$ cat config.mk
export PLATFORM = sky130hd
export DESIGN_NAME = double_ended_queue
export DESIGN_NICKNAME = d
export VERILOG_FILES = /design/src/rtl/deq_pkg.sv /design/src/rtl/deq_ctrl.sv /design/src/rtl/deq_dpath.sv /design/src/rtl/double_ended_queue.sv
export SDC_FILE = /design/constraint.sdc
export NUM_CORES = 1
export LEC_CHECK = 0
export BUFFER_PORTS_ARGS = -buffer_cell sky130_fd_sc_hd__buf_2
export CAP_MARGIN = 20
export CORE_MARGIN = 2
export CORE_UTILIZATION = 30
export DETAILED_ROUTE_END_ITERATION = 16
export GPL_TIMING_DRIVEN = 0
export PLACE_DENSITY = 0.54
export SYNTH_ARGS = -nofsm -noshare
export SYNTH_HDL_FRONTEND = slang
export SYNTH_HIERARCHICAL = 1
export SYNTH_SLANG_ARGS = --single-unit
export TNS_END_PERCENT = 30
$ cat constraint.sdc
create_clock -name aclk -period 4.4 [get_ports aclk]
set_input_delay 0.66 -clock aclk [delete_from_list [all_inputs] [get_ports aclk]]
set_output_delay 0.66 -clock aclk [all_outputs]
set_load 0.02 [all_outputs]
$ cat src/rtl/deq_pkg.sv
// shared types for the double-ended queue: operation and status codes,
// controller states and the controller-to-datapath command group
// no dependencies
package deq_pkg;

    // operation carried in the input word's tuser
    typedef enum logic [1:0] {
        OP_PUSH_FRONT = 2'd0,
        OP_PUSH_REAR  = 2'd1,
        OP_POP_FRONT  = 2'd2,
        OP_POP_REAR   = 2'd3
    } op_t;

    // result status carried in the output word's tuser
    typedef enum logic [1:0] {
        ST_DONE      = 2'd0,
        ST_UNDERFLOW = 2'd1,
        ST_OVERFLOW  = 2'd2
    } status_t;

    // controller states
    typedef enum logic [1:0] {
        S_IDLE,
        S_EXEC,
        S_POST
    } state_t;

    // commands from the controller to the datapath
    typedef struct packed {
        logic load_in;   // capture the accepted input word
        logic exec;      // update pointers, write or read the ring
        logic load_out;  // move the finished result into the output register
    } cmd_t;

    localparam int unsigned WORD_W = 32;

endpackage

$ cat src/rtl/deq_ctrl.sv
// controller for the double-ended queue: sequences one operation at a time
// and owns the output handshake; depends on deq_pkg
module deq_ctrl (
    input  logic          aclk,
    input  logic          aresetn,
    input  logic          in_valid,
    output logic          in_ready,
    output logic          out_valid,
    input  logic          out_ready,
    output deq_pkg::cmd_t cmd
);

    deq_pkg::state_t state_reg, state_next;
    logic            out_valid_reg, out_valid_next;
    logic            out_free;

    // output register can take a new result
    assign out_free = !out_valid_reg || out_ready;

    // state and output-valid registers
    always_ff @(posedge aclk) begin
        if (!aresetn) begin
            state_reg     <= deq_pkg::S_IDLE;
            out_valid_reg <= 1'b0;
        end else begin
            state_reg     <= state_next;
            out_valid_reg <= out_valid_next;
        end
    end

    // next state
    always_comb begin
        state_next = state_reg;
        case (state_reg)
            deq_pkg::S_IDLE: begin
                if (in_valid) state_next = deq_pkg::S_EXEC;
            end
            deq_pkg::S_EXEC: begin
                state_next = deq_pkg::S_POST;
            end
            deq_pkg::S_POST: begin
                if (out_free) state_next = deq_pkg::S_IDLE;
            end
            default: begin
                state_next = deq_pkg::S_IDLE;
            end
        endcase
    end

    // commands and handshake outputs
    always_comb begin
        cmd          = '0;
        in_ready     = 1'b0;
        case (state_reg)
            deq_pkg::S_IDLE: begin
                in_ready    = 1'b1;
                cmd.load_in = in_valid;
            end
            deq_pkg::S_EXEC: begin
                cmd.exec = 1'b1;
            end
            deq_pkg::S_POST: begin
                cmd.load_out = out_free;
            end
            default: begin
                cmd = '0;
            end
        endcase
    end

    // output word valid: set on load, cleared when taken
    always_comb begin
        if (cmd.load_out) begin
            out_valid_next = 1'b1;
        end else if (out_ready) begin
            out_valid_next = 1'b0;
        end else begin
            out_valid_next = out_valid_reg;
        end
    end

    assign out_valid = out_valid_reg;

endmodule

$ cat src/rtl/deq_dpath.sv
// datapath for the double-ended queue: ring memory, head and count
// registers, wrap arithmetic and the output register; depends on deq_pkg
module deq_dpath #(
    parameter int unsigned CAPACITY = 16,
    parameter int unsigned IDX_W    = 4,
    parameter int unsigned CNT_W    = 5
) (
    input  logic                       aclk,
    input  logic                       aresetn,
    input  deq_pkg::cmd_t              cmd,
    input  deq_pkg::op_t               op_in,
    input  logic [deq_pkg::WORD_W-1:0] value_in,
    output deq_pkg::status_t           status_out,
    output logic [deq_pkg::WORD_W-1:0] popped_out,
    output logic [CNT_W-1:0]           occupancy_out
);

    localparam int unsigned SUM_W = CNT_W + 1;

    // ring memory and registered read port
    logic [deq_pkg::WORD_W-1:0] ring_mem [CAPACITY];
    logic [deq_pkg::WORD_W-1:0] rd_data_reg;

    // captured input word
    deq_pkg::op_t               op_reg;
    logic [deq_pkg::WORD_W-1:0] value_reg;

    // queue pointers
    logic [IDX_W-1:0] head_reg, head_next;
    logic [CNT_W-1:0] count_reg, count_next;

    // per-operation staging
    deq_pkg::status_t status_reg, status_next;
    logic             pop_ok_reg, pop_ok_next;

    // output register
    deq_pkg::status_t           out_status_reg;
    logic [deq_pkg::WORD_W-1:0] out_popped_reg;
    logic [CNT_W-1:0]           out_occ_reg;

    // address arithmetic
    logic             full, empty;
    logic [IDX_W-1:0] head_dec, head_inc, tail_slot, last_slot;
    logic [SUM_W-1:0] tail_sum, last_sum;
    logic             mem_we;
    logic [IDX_W-1:0] waddr, raddr;

    assign full  = (count_reg == CNT_W'(CAPACITY));
    assign empty = (count_reg == '0);

    // one step back and forward around the ring
    assign head_dec = (head_reg == '0) ? IDX_W'(CAPACITY - 1) : head_reg - 1'b1;
    assign head_inc = (head_reg == IDX_W'(CAPACITY - 1)) ? '0 : head_reg + 1'b1;

    // slot after the rear element and the rear element itself
    assign tail_sum  = SUM_W'(head_reg) + SUM_W'(count_reg);
    assign last_sum  = tail_sum - 1'b1;
    assign tail_slot = (tail_sum >= SUM_W'(CAPACITY))
                     ? IDX_W'(tail_sum - SUM_W'(CAPACITY)) : IDX_W'(tail_sum);
    assign last_slot = (last_sum >= SUM_W'(CAPACITY))
                     ? IDX_W'(last_sum - SUM_W'(CAPACITY)) : IDX_W'(last_sum);

    // operation decode
    always_comb begin
        head_next   = head_reg;
        count_next  = count_reg;
        status_next = status_reg;
        pop_ok_next = pop_ok_reg;
        mem_we      = 1'b0;
        waddr       = head_dec;
        raddr       = head_reg;
        if (cmd.exec) begin
            status_next = deq_pkg::ST_DONE;
            pop_ok_next = 1'b0;
            case (op_reg)
                deq_pkg::OP_PUSH_FRONT: begin
                    if (full) begin
                        status_next = deq_pkg::ST_OVERFLOW;
                    end else begin
                        mem_we     = 1'b1;
                        waddr      = head_dec;
                        head_next  = head_dec;
                        count_next = count_reg + 1'b1;
                    end
                end
                deq_pkg::OP_PUSH_REAR: begin
                    if (full) begin
                        status_next = deq_pkg::ST_OVERFLOW;
                    end else begin
                        mem_we     = 1'b1;
                        waddr      = tail_slot;
                        count_next = count_reg + 1'b1;
                    end
                end
                deq_pkg::OP_POP_FRONT: begin
                    if (empty) begin
                        status_next = deq_pkg::ST_UNDERFLOW;
                    end else begin
                        raddr       = head_reg;
                        pop_ok_next = 1'b1;
                        head_next   = head_inc;
                        count_next  = count_reg - 1'b1;
                    end
                end
                deq_pkg::OP_POP_REAR: begin
                    if (empty) begin
                        status_next = deq_pkg::ST_UNDERFLOW;
                    end else begin
                        raddr       = last_slot;
                        pop_ok_next = 1'b1;
                        count_next  = count_reg - 1'b1;
                    end
                end
                default: begin
                    status_next = deq_pkg::ST_DONE;
                end
            endcase
        end
    end

    // pointer registers
    always_ff @(posedge aclk) begin
        if (!aresetn) begin
            head_reg  <= '0;
            count_reg <= '0;
        end else begin
            head_reg  <= head_next;
            count_reg <= count_next;
        end
    end

    // ring memory: one write port, one registered read port held until the next access
    always_ff @(posedge aclk) begin
        if (mem_we) ring_mem[waddr] <= value_reg;
        if (cmd.exec) rd_data_reg <= ring_mem[raddr];
    end

    // input capture, staging and output register
    always_ff @(posedge aclk) begin
        if (cmd.load_in) begin
            op_reg    <= op_in;
            value_reg <= value_in;
        end
        status_reg <= status_next;
        pop_ok_reg <= pop_ok_next;
        if (cmd.load_out) begin
            out_status_reg <= status_reg;
            out_popped_reg <= pop_ok_reg ? rd_data_reg : '0;
            out_occ_reg    <= count_reg;
        end
    end

    assign status_out    = out_status_reg;
    assign popped_out    = out_popped_reg;
    assign occupancy_out = out_occ_reg;

endmodule

$ cat src/rtl/double_ended_queue.sv
// top level of the bounded double-ended queue of signed 32-bit words
// instantiates deq_ctrl and deq_dpath; uses deq_pkg
//
//  channel   direction  tdata                                tuser
//  s_axis    in         value[31:0]                          op[1:0]
//  m_axis    out        popped[31:0], occupancy above it     status[1:0]
//
// each operation goes through capture, one ring memory access with
// registered read data, then the output load; one operation is in flight at a time.
// a new word is accepted as soon as the previous one has been loaded, even
// while that result still waits in the output register.
// reset clears head, count and the handshake; ring contents start unknown.
// a stalled output holds the controller in its last step until taken.
module double_ended_queue #(
    parameter int unsigned CAPACITY = 16
) (
    input  logic                      aclk,
    input  logic                      aresetn,
    input  logic                      s_axis_tvalid,
    output logic                      s_axis_tready,
    input  logic [31:0]               s_axis_tdata,   // value[31:0]
    input  logic [1:0]                s_axis_tuser,   // op[1:0]
    output logic                      m_axis_tvalid,
    input  logic                      m_axis_tready,
    // popped[31:0], occupancy[32 +: OCC_W], zero fill
    output logic [((32 + $clog2(CAPACITY + 1) + 7) / 8) * 8 - 1:0] m_axis_tdata,
    output logic [1:0]                m_axis_tuser    // status[1:0]
);

    localparam int unsigned IDX_W     = $clog2(CAPACITY);
    localparam int unsigned OCC_W     = $clog2(CAPACITY + 1);
    localparam int unsigned M_TDATA_W = ((32 + OCC_W + 7) / 8) * 8;

    deq_pkg::cmd_t              cmd;
    deq_pkg::status_t           status;
    logic [deq_pkg::WORD_W-1:0] popped;
    logic [OCC_W-1:0]           occupancy;

    // operation sequencing and output handshake
    deq_ctrl u_ctrl (
        .aclk      (aclk),
        .aresetn   (aresetn),
        .in_valid  (s_axis_tvalid),
        .in_ready  (s_axis_tready),
        .out_valid (m_axis_tvalid),
        .out_ready (m_axis_tready),
        .cmd       (cmd)
    );

    // ring memory and pointers
    deq_dpath #(
        .CAPACITY (CAPACITY),
        .IDX_W    (IDX_W),
        .CNT_W    (OCC_W)
    ) u_dpath (
        .aclk          (aclk),
        .aresetn       (aresetn),
        .cmd           (cmd),
        .op_in         (deq_pkg::op_t'(s_axis_tuser)),
        .value_in      (s_axis_tdata),
        .status_out    (status),
        .popped_out    (popped),
        .occupancy_out (occupancy)
    );

    // pack the result word
    assign m_axis_tdata = M_TDATA_W'({occupancy, popped});
    assign m_axis_tuser = status;

`ifndef SYNTH
    // one operation in flight: no acceptance right after an acceptance
    assert property (@(posedge aclk) disable iff (!aresetn)
        (s_axis_tvalid && s_axis_tready) |=> !s_axis_tready)
        else $error("second word accepted while an operation is running");

    // occupancy never exceeds the capacity
    assert property (@(posedge aclk) disable iff (!aresetn)
        m_axis_tvalid |-> (m_axis_tdata[32 +: OCC_W] <= OCC_W'(CAPACITY)))
        else $error("occupancy above capacity");

    // underflow only on an empty queue and with no popped word
    assert property (@(posedge aclk) disable iff (!aresetn)
        (m_axis_tvalid && m_axis_tuser == deq_pkg::ST_UNDERFLOW)
            |-> (m_axis_tdata[32 +: OCC_W] == '0 && m_axis_tdata[31:0] == '0))
        else $error("underflow reported on a non-empty queue");

    // overflow only on a full queue
    assert property (@(posedge aclk) disable iff (!aresetn)
        (m_axis_tvalid && m_axis_tuser == deq_pkg::ST_OVERFLOW)
            |-> (m_axis_tdata[32 +: OCC_W] == OCC_W'(CAPACITY)))
        else $error("overflow reported on a queue that is not full");
`endif

endmodule
## Word level (Yosys, flattened, before mapping)

Memory sizes are Yosys's and may differ from the RTL's. A register that Yosys moved wholly into a read port is not among the register bits.
Cells that the tools add are included.

| storage, ports and cells | value |
|---|---|
| bits in registers | 88 |
| bits in writable memories | 512 |
| output and inout port bits | 44 |
| logic and storage cells | 82 |
| input bits | 38 |
| memories kept | 1 |

| cells by class | value |
|---|---|
| order comparisons | 2 |
| add/sub/neg operators | 8 |
| mux-type cells | 34 |
| equal/unequal tests | 13 |
| reductions and logical operators | 13 |

Memories:

| memory | words | width | rd ports | clocked after memory_dff | wr ports | RTL line | RTL |
|---|---|---|---|---|---|---|---|
| u_dpath.ring_mem | 16 | 32 | 1 | 1 | 1 | deq_dpath.sv:21 | `logic [deq_pkg::WORD_W-1:0] ring_mem [CAPACITY];` |

Operators with widths:

| operator | number |
|---|---|
| $mux 4 | 12 |
| $mux 1 | 13 |
| $ge 6x5->1 const B | 2 |
| $sub 4x1->4 const B | 3 |
| $mux 5 | 2 |
| $ne 2x2->1 const B | 5 |
| $pmux 5 s2 | 1 |
| $pmux 4 s2 | 1 |
| $add 4x5->6 | 1 |
| $eq 2x2->1 const B | 3 |
| $mux 2 | 3 |
| $pmux 2 s3 | 1 |
| $sub 6x1->6 const B | 1 |
| $add 5x1->5 const B | 1 |
| $eq 5x5->1 const B | 1 |
| $logic_not 5->1 | 1 |
| $sub 5x1->5 const B | 1 |
| $add 4x1->4 const B | 1 |
| $eq 2x1->1 const B | 2 |
| $eq 4x4->1 const B | 1 |
| $logic_not 2->1 | 2 |
| $logic_not 4->1 | 1 |
| $pmux 2 s2 | 1 |
| $reduce_and 4->1 | 1 |
| other kinds (7) | 9 |

## Depth between registers and ports, before layout

Gate-level depths: netlist of run 1.

| logic depth | value |
|---|---|
| depth in word-level cells | 7 |
| gate-level depth with buffers | 14 |
| mapped depth without buffers | 11 |

## Hierarchy

The synthesis of run 1 kept the hierarchy.

By module, submodules not included:

| module | area an instance (um^2) | cells each | instances | seq. area each (um^2) |
|---|---|---|---|---|
| deq_dpath | 24382.1 | 1628 | 1 | 18798.0 |
| deq_ctrl | 146.4 | 14 | 1 | 60.1 |
| double_ended_queue | 26.3 | 4 | 1 | 0.0 |

## Worst setup path after synthesis of run 1

Ideal clock, no wire load.

| timing | value |
|---|---|
| kind | register to register |
| from | reg u_ctrl.state_reg[1] |
| to | mem u_dpath/ring_mem[10][0] (netlist name) (enable) |
| clock period less this slack | 4.493 ns |
| slack | -0.093 ns |
| library setup time | 0.461 ns |
| arrival time | 4.032 ns |
| buffers on the path | 0 |
| cell stages (with the launch flop) | 6 |
| required time | 3.939 ns |
| cells stage by stage | dfxtp_1 and2b_4 and3b_1 and2_1 mux2_2 nor3_1 |

RTL lines:

| what | RTL line | RTL |
|---|---|---|
| from (decl) | deq_ctrl.sv:13 | `deq_pkg::state_t state_reg, state_next;` |
| from (signal assigned) | deq_ctrl.sv:23 | `state_reg <= deq_pkg::S_IDLE;` |
| from (signal assigned) | deq_ctrl.sv:26 | `state_reg <= state_next;` |
| to (decl) | deq_dpath.sv:21 |  |

==> results.ini, run 1 <==
[detailed_routing]
drc = 0
first_iter_violations = 1436
avgRoutedWirePerCell_um = 22.48
viasPerCell = 4.947
ant_nets = 0
drt_wl_total_mm = 66.26
drt-pass1-iter-count = 6
vias = 14580

[clock_network]
clock-root-buffer = clkbuf_16
hold_buffers = 0
post_cts_buffers = 0
cts_resized = 0
htreeDepth = 3
insertion_delay_ns = 0.60
numClockSinks = 632
clkTransAtPathRegs_ns = 0.06
cts_buffers = 68
cts_buffer_depth = 3
cts_tree = done

[grt]
antenna_found_initial = 0
gr-usage-all-layers = 0.1539
grt_pass1_vias = 14610
grt_max_degree = 40
grt_pass1_wl_mm = 96.21
overflow = 0

[floorplanning]
fp.dieW_um = 290.1
io_pins = 82
dieArea_um2 = 84160
row_count = 104
die_h_um = 290.1
initial_utilization = 0.3039
core-area_um2 = 80810

[placed_design]
port_buffers = 78
routabilityCongestion = 0.8016
dp_hpwl_mm = 43.08
place_ws_ns = 0.2538

[cells_and_area]
seqCellArea_um2 = 18860
area_growth_pct = 18.46
top_register = u_dpath/ring_mem
nets = 1886
final_core_util = 0.3600
largest_reg_flops = 512
antenna_cells = 0
nFillCells = 7565
drive_gt1_frac = 0.1668
multi_input_area_um2 = 5259

[worst_setup_path]
startpoint_type = register
crit_required_ns = 4.69
path_cells = and2b_4 -> and3b_1 -> and2_1 -> mux2i_1 -> nand2_1 -> nor2_4 -> buf_16
critPathKind = reg2reg
cp_data_arrival_time_ns = 4.32
rr_endpoint = u_dpath/ring_mem[1][24]$_DFFE_PP_
slowest_delay_ns = 0.68
crit_family = simple AND/OR/NAND/NOR gates
r2r-start = u_ctrl/state_reg[0]$_SDFFE_PN0P_
critPathCaptureType = register
slowest_stage = nor2_4
worstRegToRegCells = 7
r2r_slack_ns = 0.36
cp_max_fo = 20
worst-path-buf-inv = 1

[sta]
hold_slack_ns = 0.2439
min_period_ns = 4.039
layout_setup_ws_ns = 0.3613
setup_viol = 0
relSlewSlack = 0.07259
finalHoldViolCount = 0
period_share = 0.9179
tightest_slew_ns = 1.391
rsz0062_at_grt = false
drv_slew = 0
fmax_mhz = 247.6
fin_worst_skew_ns = 0.01690

[min_path]
hold_class = in2reg
hold_end = u_dpath/value_reg[4]$_DFFE_PP_
min_from = s_axis_tdata[4]
holdPathStages = 1

[logic_synthesis]
ys_ff_latch = 632
synth_edf_count = 620
synth_top_area_share = 0.7582
synth.avg_cell_area_um2 = 14.92
yosysSeqAreaShare = 0.7680
yosysUniqueCellTypes = 49
synth.top_cells.by_area = edfxtp_1, nand2_1, a21oi_1
synth.cell_area_um2 = 24550
synth.most_common_cell = edfxtp_1
async_flop_share = 0
synth_top_cell_by_area = edfxtp_1
synth_commonest_cells = edfxtp_1, nand2_1, a21oi_1
yosysWarnings = 6
syn-instance-count = 1646
synthFlopType = edfxtp_1

[power_and_ir_drop]
irDropWorstVdd_v = 0.0002433
leakagePower_nw = 10.18
power.density_nw_per_um2 = 449.2
p_total_mw = 13.07

[run_status]
outcome = complete, no violations

[job]
max-cap-violations = 0

## where the power goes
group	switching [mW]	leakage, nW	internal (mW)
Combinational	0.503	3.41	0.239
Sequential	0.105	5.72	6.73
Clock	2.31	1.05	3.18
Total	2.92	10.2	10.1
## final cells by class
cell class	count	area share
clock inverters	42	0.01265
inverters	8	0.001032
clock buffers	79	0.06065
plain buffers	103	0.01820
well taps	1060	0.04560
flip-flops and latches	632	0.6483
multi-input cells	906	0.1808
repair buffers	118	0.03278
## cell usage in the layout, fill, tap and decap left out, types with 4 or more instances in the layout
master     Yosys  final
xnor2_1        4      4
mux2i_1       67     67
buf_8          0      4
and2_1        38     38
clkbuf_16      0     69
buf_16         0      4
nor2_4         0      8
nor2_1        16      8
buf_4          6      9
a32oi_1       64     64
inv_1          8      8
a22oi_1       64     64
ha_1           9      9
clkbuf_1      28     38
nand3_1       67     67
inv_6          0      4
o21ai_0       10     10
clkinv_1       0     12
buf_2         60    138
nor3_2         0      8
a21oi_1      135    135
dfxtp_1       12     12
buf_6          6     30
bufinv_16      0      5
xor2_1         7      7
edfxtp_1     620    620
buf_12         0      5
nor2b_1        6      6
a21boi_0       4      4
clkinv_2       0     16
nand2_1      367    367
## through the flow
stage	instances	cell area [um2]	setup TNS [ns]
2_1_floorplan	1648	24560	-11.91
3_3_place_gp	2786	26280	-1108.05
3_5_place_dp	2826	26950	0
4_1_cts	2947	29080	0
5_1_grt	2948	29090	0
6_report	2948	29090	0
## cells by family (layout without fill, tap and decap cells)
logic type | Yosys count | in the layout | synth area share
adder cells (fa/ha/maj) | 11 | 11 | 0.006217
XOR/XNOR | 13 | 13 | 0.005503
buffers and inverters | 111 | 350 | 0.02278
AND/OR/NAND/NOR | 514 | 515 | 0.08948
multiplexers | 71 | 71 | 0.02960
AO/OA/AOI/OAI | 293 | 293 | 0.07827
other | 1 | 3 | 0.0001527
flip-flops | 632 | 632 | 0.7680
## how the worst max path moves through the flow
stage / start / depth (start not counted) / end
finish: u_ctrl/state_reg[0]$_SDFFE_PN0P_ / 7 / u_dpath/ring_mem[1][24]$_DFFE_PP_
global route: u_ctrl/state_reg[0]$_SDFFE_PN0P_ / 7 / u_dpath/ring_mem[1][24]$_DFFE_PP_
CTS: u_ctrl/state_reg[1]$_SDFFE_PN0P_ / 9 / u_dpath/rd_data_reg[11]$_DFFE_PP_
detailed placement: u_ctrl/state_reg[1]$_SDFFE_PN0P_ / 9 / u_dpath/rd_data_reg[11]$_DFFE_PP_
global placement: u_ctrl/state_reg[1]$_SDFFE_PN0P_ / 5 / u_dpath/ring_mem[14][15]$_DFFE_PP_
floorplan: u_ctrl/state_reg[1]$_SDFFE_PN0P_ / 5 / u_dpath/ring_mem[10][0]$_DFFE_PP_
## layer usage
| metal | track usage | routed length, um |
|---|---|---|
| met5 | 0 | 0 |
| met4 | 0.04992 | 1668 |
| met3 | 0.02489 | 3955 |
| met2 | 0.2638 | 32540 |
| met1 | 0.1990 | 28100 |
Power figures use the tool's default switching activity.
==> inputs of run 2 (changes only) <==
--- a/config.mk
+++ b/config.mk
@@ -7,11 +7,14 @@
 export LEC_CHECK = 0
 export BUFFER_PORTS_ARGS = -buffer_cell sky130_fd_sc_hd__buf_2
 export CAP_MARGIN = 20
+export CELL_PAD_IN_SITES_DETAIL_PLACEMENT = 1
+export CELL_PAD_IN_SITES_GLOBAL_PLACEMENT = 1
 export CORE_MARGIN = 2
 export CORE_UTILIZATION = 30
 export DETAILED_ROUTE_END_ITERATION = 16
 export GPL_TIMING_DRIVEN = 0
-export PLACE_DENSITY = 0.54
+export MAX_ROUTING_LAYER = met4
+export PLACE_DENSITY = 0.6
 export SYNTH_ARGS = -nofsm -noshare
 export SYNTH_HDL_FRONTEND = slang
 export SYNTH_HIERARCHICAL = 1
==> results.ini, run 2 (same netlist as run 1, synthesis figures left out) <==
[cells_and_area]
top_register = u_dpath/ring_mem
mostFrequentLayoutCells = edfxtp_1, nand2_1, buf_2
antenna_cells = 0
final_cells = 2948
area_growth_pct = 19.01
largest_reg_flops = 512
drive_gt1_frac = 0.1674
nets = 1888
final_common_cell = edfxtp_1

[grt]
grt_pass1_wl_mm = 101.9
overflow = 0
grt_util_met2 = 0.2777
use_met1 = 0.2153
busiest_layer = met2
gr-usage-all-layers = 0.1697
grt_use_met3 = 0.02466
grt_max_degree = 40
grt_pass1_vias = 15360
antenna_found_initial = 1

[min_path]
min_from = s_axis_tdata[21]
hold_class = in2reg

[floorplanning]
io_pins = 82
die_h_um = 290.1
row_count = 104
fp.dieW_um = 290.1
core-area_um2 = 80810
initial_utilization = 0.3039
dieArea_um2 = 84160

[detailed_routing]
drc = 0
drt-pass1-iter-count = 5
avgRoutedWirePerCell_um = 23.99
drt_wl_total_mm = 70.72
first_iter_violations = 1042
viasPerCell = 4.946
vias = 14580
ant_nets = 0

[power_and_ir_drop]
power.density_nw_per_um2 = 458.8
irDropWorstVdd_v = 0.0002510
leakagePower_nw = 10.24

[worst_setup_path]
r2r_slack_ns = 0.22
slowest_stage = nor2_4
worstRegToRegCells = 7
r2r-start = u_ctrl/state_reg[0]$_SDFFE_PN0P_
path_cells = and2b_4 -> and3b_1 -> and2_1 -> mux2i_1 -> nand2_1 -> nor2_4 -> buf_12
crit_required_ns = 4.69
critPathCaptureType = register
cp_data_arrival_time_ns = 4.48
endpoint = u_dpath/ring_mem[2][27]$_DFFE_PP_
startpoint = u_ctrl/state_reg[0]$_SDFFE_PN0P_
rr_endpoint = u_dpath/ring_mem[2][27]$_DFFE_PP_
startpoint_type = register
critPathKind = reg2reg
slowest_delay_ns = 0.68
cp_max_fo = 20

[job]
max-cap-violations = 0

[sta]
tightest_slew_ns = 1.434
finalHoldViolCount = 0
setup_viol = 0
layout_setup_ws_ns = 0.2152
period_share = 0.9511
min_period_ns = 4.185
fin_worst_skew_ns = 0.02292
rsz0062_at_grt = false
fmax_mhz = 239.0
drv_slew = 0
relSlewSlack = 0.04390

[placed_design]
place_inst = 2825
routabilityCongestion = 0.7928
place_ws_ns = 0.1111
dp_hpwl_mm = 46.87
port_buffers = 78

[clock_network]
insertion_delay_ns = 0.61
cts_tree = done
clock-root-buffer = clkbuf_16
htreeDepth = 3
cts_resized = 0
post_cts_buffers = 0
cts_buffer_depth = 3
cts_buffers = 71
clkTransAtPathRegs_ns = 0.06
numClockSinks = 632
hold_buffers = 0

[run_status]
outcome = complete, no violations

==> run 2: cell types whose count changed in the layout (fill, tap and decap cells not counted), sizes merged <==
cell	delta
clkbuf	+3
inv	-3
buf	-1
bufinv	+2
clkinv	-1
==> run 2: per-layer routing <==
metal / vias up / wire length [um]
met5: - / 0
met4: 0 / 2048
met3: 120 / 3490
met2: 386 / 34560
met1: 7486 / 30620
li1: 6589 / -
==> run 2: layout make-up <==
| class | count | area, um2 |
|---|---|---|
| plain buffers | 103 | 529.3 |
| fillers | 8276 | 51590 |
| clock inverters | 40 | 395.4 |
| inverters | 8 | 30.03 |
| repair buffers | 117 | 953.4 |
| flip-flops and latches | 632 | 18860 |
| well taps | 1060 | 1326 |
| clock buffers | 82 | 1871 |
| multi-input cells | 906 | 5259 |
==> run 2: worst min path at each step <==
stage	slack, ns	cells after the start	endpoint
detailed placement	0.41	0	u_dpath/status_out[1]$_DFFE_PP_
CTS	0.19	1	u_dpath/value_reg[22]$_DFFE_PP_
finish	0.22	1	u_dpath/value_reg[21]$_DFFE_PP_
floorplan	0.40	0	u_dpath/status_out[0]$_DFFE_PP_
global placement	0.41	0	u_dpath/status_out[0]$_DFFE_PP_
global route	0.20	1	u_dpath/value_reg[22]$_DFFE_PP_
==> run 2: per-stage QoR <==
step	hold WS (ns)	instance area (um2)	utilization	setup TNS, ns	total power, mW
after floorplan	0.4003	24560	-	-11.91	7.359
after global placement	0.4112	26280	0.3252	-1109.71	7.671
after detailed placement	0.4117	26950	0.3335	0	7.722
after CTS	0.1870	29210	0.3615	0	13.56
after global routing	0.2019	29220	0.3616	0	13.85
final	0.2196	29220	0.3616	0	13.41
==> run 2: critical path: cells and delay by family (launching register included) <==
kind,cells,cell delay (ns)
muxes,1,0.63
and+or+nand+nor,5,2.38
buffers and inverters,1,0.26
DFF,1,0.57
==> run 2: power breakdown <==
group          internal (mW)  total [mW]  switching, mW
Sequential              6.73        6.84          0.109
Clock                   3.45        5.82           2.37
Combinational          0.239       0.754          0.515
